<file path="src/rtl/cilc_pkg.sv">
package cilc_pkg;

  // operation codes of an input transaction
  typedef enum logic [1:0] {
    OP_LINE   = 2'd0,
    OP_WRITE  = 2'd1,
    OP_ACK    = 2'd2,
    OP_UNUSED = 2'd3
  } cilc_op_e;

  // line number of the clock source and the levels it may be routed to
  localparam logic [3:0] CLOCK_SOURCE_LEVEL = 4'd8;
  localparam logic [2:0] CLOCK_LEVEL_A      = 3'd5;
  localparam logic [2:0] CLOCK_LEVEL_B      = 3'd7;
  localparam logic [2:0] LEVEL_NONE         = 3'd0;

  // soft interrupt levels
  localparam logic [2:0] SOFT_LEVEL_1 = 3'd1;
  localparam logic [2:0] SOFT_LEVEL_2 = 3'd2;
  localparam logic [2:0] SOFT_LEVEL_3 = 3'd3;

  // interrupt register bit positions
  localparam int unsigned IREG_ENABLE_BIT = 0;
  localparam int unsigned IREG_SOFT1_BIT  = 1;
  localparam int unsigned IREG_SOFT2_BIT  = 2;
  localparam int unsigned IREG_SOFT3_BIT  = 3;
  localparam int unsigned IREG_CLOCK5_BIT = 5;
  localparam int unsigned IREG_CLOCK7_BIT = 7;

  localparam int unsigned NUM_LINES = 7;

  typedef struct packed {
    cilc_op_e    op;
    logic [3:0]  level;
    logic        asserted;
    logic [7:0]  intreg_value;
  } cilc_in_t;

  typedef struct packed {
    logic [2:0] cpu_level;
    logic       level_changed;
    logic       soft_claimed;
    logic       clock_alias;
  } cilc_out_t;

endpackage

</file>
<file path="src/rtl/cpu_interrupt_level_controller_unit.sv">
// channel | direction | handshake               | payload
// --------+-----------+-------------------------+----------------------------------------
// in      | input     | in_valid_i/in_stall_o   | cilc_in_t: op, level, asserted, value
// out     | output    | out_valid_o/out_stall_i | cilc_out_t: level, changed, soft, alias
//
// one transaction per cycle sustained while the output is not stalled; an accepted
// transaction passes through the input register, then is evaluated into the result
// register, from which it is offered on the out channel
// reset clears the pending bits, interrupt register, clock routing and level
// a stall on the output holds the result register and, once the input
// register is full too, raises in_stall_o
module cpu_interrupt_level_controller_unit import cilc_pkg::*; (
  input  logic      clk_i,
  input  logic      rst_ni,
  input  logic      in_valid_i,
  output logic      in_stall_o,
  input  cilc_in_t  in_data_i,
  output logic      out_valid_o,
  input  logic      out_stall_i,
  output cilc_out_t out_data_o
);

  logic      s1_valid_q, s1_valid_d;
  cilc_in_t  s1_item_q;
  logic      out_valid_q, out_valid_d;
  cilc_out_t out_data_q;
  cilc_out_t result;
  logic      out_free;
  logic      s1_adv;
  logic      in_acc;

  // handshake control
  assign out_free   = !out_valid_q || !out_stall_i;
  assign s1_adv     = s1_valid_q && out_free;
  assign in_stall_o = s1_valid_q && !out_free;
  assign in_acc     = in_valid_i && !in_stall_o;

  assign s1_valid_d  = in_acc ? 1'b1 : (s1_adv ? 1'b0 : s1_valid_q);
  assign out_valid_d = s1_adv ? 1'b1 : (out_stall_i ? out_valid_q : 1'b0);

  // evaluation and state
  cilc_core u_core (
    .clk_i    (clk_i),
    .rst_ni   (rst_ni),
    .en_i     (s1_adv),
    .item_i   (s1_item_q),
    .result_o (result)
  );

  // valid flags
  always_ff @(posedge clk_i or negedge rst_ni) begin
    if (!rst_ni) begin
      s1_valid_q  <= 1'b0;
      out_valid_q <= 1'b0;
    end else begin
      s1_valid_q  <= s1_valid_d;
      out_valid_q <= out_valid_d;
    end
  end

  // payload registers
  always_ff @(posedge clk_i) begin
    if (in_acc) s1_item_q <= in_data_i;
    if (s1_adv) out_data_q <= result;
  end

  assign out_valid_o = out_valid_q;
  assign out_data_o  = out_data_q;

  // checks
  a_flags_excl: assert property (@(posedge clk_i) disable iff (!rst_ni)
    out_valid_o |-> !(out_data_o.soft_claimed && out_data_o.clock_alias))
    else $error("soft claim and clock alias both set");

  a_ack_no_change: assert property (@(posedge clk_i) disable iff (!rst_ni)
    out_valid_o && (out_data_o.soft_claimed || out_data_o.clock_alias)
      |-> !out_data_o.level_changed)
    else $error("acknowledge reported a level change");

  a_adv_fills_out: assert property (@(posedge clk_i) disable iff (!rst_ni)
    s1_adv |=> out_valid_q)
    else $error("evaluated transaction lost");

  a_stall_full: assert property (@(posedge clk_i) disable iff (!rst_ni)
    in_stall_o |-> s1_valid_q && out_valid_q)
    else $error("input stalled with free stages");

endmodule

</file>
<file path="src/rtl/cilc_core.sv">
module cilc_core import cilc_pkg::*; (
  input  logic      clk_i,
  input  logic      rst_ni,
  input  logic      en_i,
  input  cilc_in_t  item_i,
  output cilc_out_t result_o
);

  logic [NUM_LINES-1:0] pending_q, pending_d;
  logic [7:0]           ireg_q, ireg_d;
  logic [2:0]           route_q, route_d;
  logic [2:0]           driven_q, driven_d;

  logic [3:0]           line;
  logic                 line_ok;
  logic                 reeval;
  logic [2:0]           top_pend;
  logic [2:0]           new_level;
  logic                 soft_hit;

  // resolve the line of a signal event, including clock routing
  always_comb begin
    route_d = route_q;
    line    = item_i.level;
    if (item_i.op == OP_LINE && item_i.level == CLOCK_SOURCE_LEVEL) begin
      if (item_i.asserted) begin
        if (ireg_q[IREG_CLOCK5_BIT]) begin
          route_d = CLOCK_LEVEL_A;
        end else if (ireg_q[IREG_CLOCK7_BIT]) begin
          route_d = CLOCK_LEVEL_B;
        end else begin
          route_d = LEVEL_NONE;
        end
        line = {1'b0, route_d};
      end else begin
        line = {1'b0, route_q};
      end
    end
    line_ok = (line != 4'd0) && (line <= 4'(NUM_LINES));
  end

  // next pending bits and interrupt register
  always_comb begin
    pending_d = pending_q;
    ireg_d    = ireg_q;
    reeval    = 1'b0;
    unique case (item_i.op)
      OP_LINE: begin
        if (line_ok) begin
          pending_d[line[2:0] - 3'd1] = item_i.asserted;
          reeval = 1'b1;
        end
      end
      OP_WRITE: begin
        ireg_d = item_i.intreg_value;
        reeval = 1'b1;
      end
      default: ;
    endcase
  end

  // highest pending level, raised by soft levels, gated by enable
  always_comb begin
    top_pend = LEVEL_NONE;
    for (int i = 0; i < NUM_LINES; i++) begin
      if (pending_d[i]) top_pend = 3'(i + 1);
    end
    new_level = top_pend;
    if (ireg_d[IREG_SOFT3_BIT]) begin
      if (new_level < SOFT_LEVEL_3) new_level = SOFT_LEVEL_3;
    end else if (ireg_d[IREG_SOFT2_BIT]) begin
      if (new_level < SOFT_LEVEL_2) new_level = SOFT_LEVEL_2;
    end else if (ireg_d[IREG_SOFT1_BIT]) begin
      if (new_level < SOFT_LEVEL_1) new_level = SOFT_LEVEL_1;
    end
    if (!ireg_d[IREG_ENABLE_BIT]) new_level = LEVEL_NONE;
    driven_d = reeval ? new_level : driven_q;
  end

  // acknowledge decode
  always_comb begin
    soft_hit = (item_i.level == {1'b0, SOFT_LEVEL_3} && ireg_q[IREG_SOFT3_BIT]) ||
               (item_i.level == {1'b0, SOFT_LEVEL_2} && ireg_q[IREG_SOFT2_BIT]) ||
               (item_i.level == {1'b0, SOFT_LEVEL_1} && ireg_q[IREG_SOFT1_BIT]);
    result_o.cpu_level     = driven_d;
    result_o.level_changed = reeval && (new_level != driven_q);
    result_o.soft_claimed  = (item_i.op == OP_ACK) && soft_hit;
    result_o.clock_alias   = (item_i.op == OP_ACK) && !soft_hit &&
                             (route_q != LEVEL_NONE) &&
                             (item_i.level == {1'b0, route_q});
  end

  // state registers
  always_ff @(posedge clk_i or negedge rst_ni) begin
    if (!rst_ni) begin
      pending_q <= '0;
      ireg_q    <= '0;
      route_q   <= LEVEL_NONE;
      driven_q  <= LEVEL_NONE;
    end else if (en_i) begin
      pending_q <= pending_d;
      ireg_q    <= ireg_d;
      route_q   <= route_d;
      driven_q  <= driven_d;
    end
  end

endmodule

</file>
<file path="config.mk">
export PLATFORM = sky130hd
export DESIGN_NAME = cpu_interrupt_level_controller_unit
export DESIGN_NICKNAME = d
export VERILOG_FILES = /design/src/rtl/cilc_pkg.sv /design/src/rtl/cpu_interrupt_level_controller_unit.sv /design/src/rtl/cilc_core.sv
export SDC_FILE = /design/constraint.sdc
export NUM_CORES = 1
export LEC_CHECK = 0
export BUFFER_PORTS_ARGS = -buffer_cell sky130_fd_sc_hd__buf_4
export CAP_MARGIN = 20
export CORE_UTILIZATION = 57
export CTS_CLUSTER_DIAMETER = 100
export DETAILED_ROUTE_END_ITERATION = 10
export PLACE_DENSITY_LB_ADDON = 0.15
export RECOVER_POWER = 25
export SYNTH_ARGS = -nofsm -noshare
export SYNTH_HDL_FRONTEND = slang
export SYNTH_SLANG_ARGS = --single-unit
export TNS_END_PERCENT = 50
</file>
<file path="constraint.sdc">
create_clock -name clk_i -period 3.94 [get_ports clk_i]
set_input_delay 0.197 -clock clk_i [delete_from_list [all_inputs] [get_ports clk_i]]
set_output_delay 0.197 -clock clk_i [all_outputs]
set_load 0.005 [all_outputs]
</file>
==> results.cfg, run 1 <==
[finish]
multi_input_area_um2 = 970
syn_to_final_growth_pct = 20.5
final_area_um2 = 2500
fill_cells = 252
fin_cells = 268
fin_nets = 241
drive_above_1_share = 0.266
seq_area_um2 = 1070
antennaDiodeCount = 0

[die]
pin_count = 27
die_h_um = 62.3
num_rows = 21
chipWidth_um = 62.3
initial_core_util = 0.608
die-area_um2 = 3890
design.core.area_um2 = 3420

[critical_path]
cp.required_ps = 4060
critPathCaptureType = flip-flop
path_max_fanout = 10
startpoint_type = flip-flop
reg2regPathDepth = 12
startpoint = s1_item_q[10]
rrSetupSlack_ps = 160
timing.rr.end = out_data_o[3]
crit_arrival_ps = 3900
crit_type = reg -> reg
r2r-start = s1_item_q[10]

[place]
io_buffers = 24
place_ws_ps = 337
dp_cells = 249
placed_cell_area_um2 = 2290
place_congestion = 0.908
dpl.hpwl_um = 2870

[clock_network]
clk_latency_ps = 350
htreeDepth = 2
cts_tree = built
cts-root-buf = clkbuf_4
cts.path.max_buffers = 2
cts_sinks = 39
cts_buffers = 5
path_clk_slew_ps = 130

[timing]
fin_skew_ps = 12.3
worstMarginPinSlew_ps = 1120
drv_slew = 0
slew_headroom = 0.253
worst_hold_slack_ps = 36.9
rsz0062_at_grt = no
hold_violations = 0
fin_tns_setup_ps = 0
fmax_mhz = 265
period_needed_ps = 3780
fin_ws_ps = 164
setup_viol = 0
period_share = 0.958

[power]
p_int_mw = 0.821
seqPwrFrac = 0.490
p_clk_frac = 0.246
swShare = 0.298
p_switching_mw = 0.348
combPwrFrac = 0.264
leakage_nw = 0.958
cellPowerDensity_nw_per_um2 = 467
peakVddDrop_v = 0.000321

[job]
drv_cap = 0

[run_status]
status = complete, no violations

[grt]
antenna_found_initial = 0
grt_max_degree = 21
grt_usage = 0.232
gr-total-overflow = 0
grt_pass1_vias = 1491
grt_pass1_wl_um = 6890

[logic_synthesis]
syn-cell-area_um2 = 2080
yosysTopAreaCell = edfxtp_1
synth_top_area_share = 0.275
synth_edf_count = 19
syn-num-nets = 204
synth_area_leaders = edfxtp_1 (27%), dfrtp_1 (24%), mux2_2 (7.6%), mux2i_1 (3.4%), nor2_1 (2.5%)
ys_types = 50
synth_ff_type = dfrtp_1
syn_area_per_cell_um2 = 11.3
yosysSeqAreaShare = 0.516
synth_seq_cells = 39
synthTopCellsByCount = dfrtp_1 (20), edfxtp_1 (19), mux2_2 (14), nor2_1 (14), nand2_1 (13)
synth_most_common_cell = dfrtp_1
synthCells = 184
synth_warnings = 0
synthArstFlopShare = 0.513

[routing]
viasPerCell = 5.82
drc = 0
totalWireLength_um = 4300
detail-route-antenna-nets = 0
dr.pass1.iters = 4
wire_per_inst_um = 16.1
vias = 1561
first_iter_violations = 119

[min_path]
hold_path_class = in -> reg
min_to = s1_item_q[12]
whs_path_depth = 1
hold_path_startpoint = in_data_i[12]
==> area by class of cell <==
| type | instances | area share |
|---|---|---|
| Inverter | 4 | 0.00600 |
| Tap cell | 46 | 0.0230 |
| Clock inverter | 2 | 0.0140 |
| Timing Repair Buffer | 37 | 0.121 |
| Sequential cell | 39 | 0.428 |
| Multi-Input combinational cell | 134 | 0.388 |
| Clock buffer | 6 | 0.0205 |
==> power groups by stage <==
stage	Sequential [mW]	Combinational [mW]	Clock [mW]
6_report	0.573	0.309	0.287
5_1_grt	0.582	0.337	0.302
2_1_floorplan	0.561	0.215	0
4_1_cts	0.570	0.298	0.289
3_3_place_gp	0.574	0.281	0
3_5_place_dp	0.579	0.295	0
==> per-layer routing <==
layer  part of all wire  up-vias  GRT usage  routed length, um
met4              0.013        0     0.0872                 55
met1               0.41      735      0.271               1750
met5                  0        -          0                  0
met3              0.046        6     0.0496                199
li1                   -      767          -                  -
met2               0.53       53      0.418               2290
==> flip-flops by register name, summed over array words and instances, names as in the netlist <==
signal            flops
u_core.route_q        2
u_core.pending_q      7
u_core.ireg_q         6
out_valid_o           1
s1_valid_q            1
out_data_o            6
s1_item_q            13
u_core.driven_q       3
==> through the flow <==
step           power, mW   util
4_1_cts             1.16  0.699
5_1_grt             1.22  0.732
3_5_place_dp       0.874  0.671
3_3_place_gp       0.854  0.671
6_report            1.17  0.732
2_1_floorplan      0.776      -
==> critical path: stages, from the launching register on <==
cell,delay (ps)
edfxtp_1,600
or3b_4,490
a211oi_4,270
nor2_2,130
ha_2,260
nand2b_1,130
nand4_1,210
or4_1,520
nand3_1,190
a31oi_1,80
o2111ai_1,290
nand2_1,110
mux2_2,280
==> repair_timing <==
action | CTS | global route
resized for setup | 0 | 4
endpoints found under the hold margin | 20 | 10
hold buffers | 1 | 10
setup buffers | 0 | 0
endpoints found under the setup margin | 0 | 1
==> cell families after synthesis <==
| kind of cell | synth area share |
|---|---|
| AO/OA/AOI/OAI | 0.118 |
| adder cells (fa/ha/maj) | 0.00603 |
| AND/OR/NAND/NOR | 0.207 |
| multiplexers | 0.124 |
| buffers and inverters | 0.0247 |
| XOR/XNOR | 0.00422 |
| flip-flops | 0.516 |
==> cell usage in the layout (no fill, tap or decap), types with 7 or more instances in the layout <==
cell type      Yosys  layout
buf_4              0      22
dlygate4sd3_1      0      11
mux2i_1            7       7
nor2_1            14      14
a21oi_1            9       9
clkbuf_4           0       8
edfxtp_1          19      19
nand2_1           13      13
mux2_2            14      14
dfrtp_1           20      20
==> how the worst max path moves through the flow <==
stage,endpoint
6_report,out_data_o[3]
5_1_grt,out_data_o[3]
4_1_cts,out_data_o[3]
3_5_place_dp,out_data_o[3]
3_3_place_gp,u_core.driven_q[2]
2_1_floorplan,u_core.driven_q[2]
Note: power is estimated with default switching activity, not from simulation.
==> inputs of run 2 (changes only) <==
--- a/config.mk
+++ b/config.mk
@@ -10,6 +10,7 @@
 export CORE_UTILIZATION = 57
 export CTS_CLUSTER_DIAMETER = 100
 export DETAILED_ROUTE_END_ITERATION = 10
+export HOLD_SLACK_MARGIN = 0.15
 export PLACE_DENSITY_LB_ADDON = 0.15
 export RECOVER_POWER = 25
 export SYNTH_ARGS = -nofsm -noshare
==> constraint.sdc (replaced) <==
create_clock -name clk_i -period 3.94 [get_ports clk_i]
set_input_delay 0.394 -clock clk_i [delete_from_list [all_inputs] [get_ports clk_i]]
set_output_delay 0.394 -clock clk_i [all_outputs]
set_load 0.005 [all_outputs]
==> run 2 against run 1 <==
Hold slack better by 210 ps; count of clock-buffer cells in the layout down 1; via count down 1.2%; power down 3.1%; clock power down 7.7%; register-to-register slack better by 130 ps; clock skew down 7.7 ps; global-route usage down 0.73 points; critical endpoint unchanged.
==> results.cfg, run 2 (synthesis results as in run 1) <==
[critical_path]
path_cells = or3b_4, a211oi_4, nor2_2, ha_1, nand2b_1, and3_1, a21oi_2, o31ai_1, or2_1, o2111ai_1, nand2_1, mux2_2
rrSetupSlack_ps = 290
critPathCaptureType = flip-flop
crit_arrival_ps = 3760
startpoint_type = flip-flop
r2r-start = s1_item_q[10]
startpoint = s1_item_q[10]
path_max_fanout = 10
crit_type = reg -> reg
reg2regPathDepth = 12
cp.required_ps = 4050
critPathSlowestCell = edfxtp_1
critPathMaxStageDelay_ps = 570
timing.rr.end = out_data_o[3]

[grt]
grt_usage = 0.225
grt_pass1_vias = 1470
grt_max_degree = 21
gr-total-overflow = 0
grt_pass1_wl_um = 6700
antenna_found_initial = 0

[die]
pin_count = 27
chipWidth_um = 62.3
design.core.area_um2 = 3420
num_rows = 21
die-area_um2 = 3890
initial_core_util = 0.608
die_h_um = 62.3

[min_path]
min_to = s1_item_q[2]
hold_path_class = in -> reg
whs_path_depth = 1
hold_path_startpoint = in_data_i[2]

[finish]
syn_to_final_growth_pct = 14.7
antennaDiodeCount = 0
final_util = 0.697
drive_above_1_share = 0.269
fin_nets = 231
final_common_cell = dfrtp_1
top_register = s1_item_q
largest_reg_flops = 13
final_cell_mix = dfrtp_1 (20), edfxtp_1 (19), clkbuf_4 (18), nor2_1 (14), mux2_2 (14)
reg_top3 = s1_item_q: 13 flops, u_core.pending_q: 7 flops

[routing]
dr.pass1.iters = 4
detail-route-antenna-nets = 0
first_iter_violations = 66
viasPerCell = 5.98
drc = 0
vias = 1542
totalWireLength_um = 3890
wire_per_inst_um = 15.1

[timing]
setup_viol = 0
fin_skew_ps = 4.55
rsz0062_at_grt = no
fin_tns_setup_ps = 0
slew_headroom = 0.233
worstMarginPinSlew_ps = 1150
fmax_mhz = 274
period_share = 0.926
hold_violations = 0
drv_slew = 0
period_needed_ps = 3650

[power]
swShare = 0.297
peakVddDrop_v = 0.000330
seqPwrFrac = 0.504
leakage_nw = 0.909
combPwrFrac = 0.263
p_switching_mw = 0.336
cellPowerDensity_nw_per_um2 = 476
p_int_mw = 0.796
p_clk_frac = 0.234

[clock_network]
cts_tree = built
clk_latency_ps = 340
cts_sinks = 39
cts_buffers = 5
cts.path.max_buffers = 2
path_clk_slew_ps = 120
cts-root-buf = clkbuf_4
htreeDepth = 2

[place]
io_buffers = 24
place_congestion = 0.909
dpl.hpwl_um = 2870

[run_status]
status = complete, no violations

[job]
drv_cap = 0
==> run 2: metal layers <==
metal  part of all wire  global-route usage  up-vias
met1               0.43               0.284      731
met5                  0                   0        -
li1                   -                   -      747
met4              0.021              0.0930        0
met3              0.052              0.0441        9
met2               0.50               0.379       55
==> run 2: metrics by stage <==
stage	hold slack [ps]	setup slack (ps)	area, um2	power, mW	instances
finish	242	291	2380	1.13	258
global route	214	39.2	2380	1.20	258
CTS	201	273	2380	1.14	258
detailed placement	297	298	2290	0.874	249
global placement	293	435	2290	0.854	249
floorplan	98.4	743	2080	0.776	184
==> run 2: area by class of cell <==
cell class | count | area [um2]
Timing Repair Buffer | 27 | 201
Fill cell | 267 | 1030
Tap cell | 46 | 57.6
Inverter | 4 | 15.0
Sequential cell | 39 | 1070
Clock buffer | 5 | 37.5
Clock inverter | 3 | 43.8
Multi-Input combinational cell | 134 | 955
==> run 2: worst max-delay path by stage <==
stage	endpoint	slack [ps]	cells past startpoint
global route	out_data_o[3]	40	12
floorplan	u_core.driven_q[2]	740	13
finish	out_data_o[3]	290	12
CTS	out_data_o[3]	270	10
global placement	u_core.driven_q[2]	430	10
detailed placement	out_data_o[3]	300	10
==> run 2: worst max-delay path: cells and delay by family (launching register included) <==
kind,cells,cell delay [ps]
AOI/OAI and AO/OA,4,910
adders and majority gates,1,300
DFF,1,570
muxes,1,280
and+or+nand+nor,6,1350
==> run 2: power groups by stage <==
stage	combinational (mW)	clock [mW]	sequential [mW]
final	0.298	0.265	0.570
after global placement	0.281	0	0.574
after CTS	0.296	0.274	0.570
after detailed placement	0.294	0	0.579
after floorplan	0.215	0	0.561
after global routing	0.329	0.288	0.582
==> run 2: timing repair <==
| item | in CTS | in global routing |
|---|---|---|
| hold buffers | 1 | 0 |
| resized for setup | 0 | 1 |
| setup endpoints to repair | 0 | 1 |
| buffers inserted | 0 | 0 |
| hold endpoints to repair | 20 | 0 |
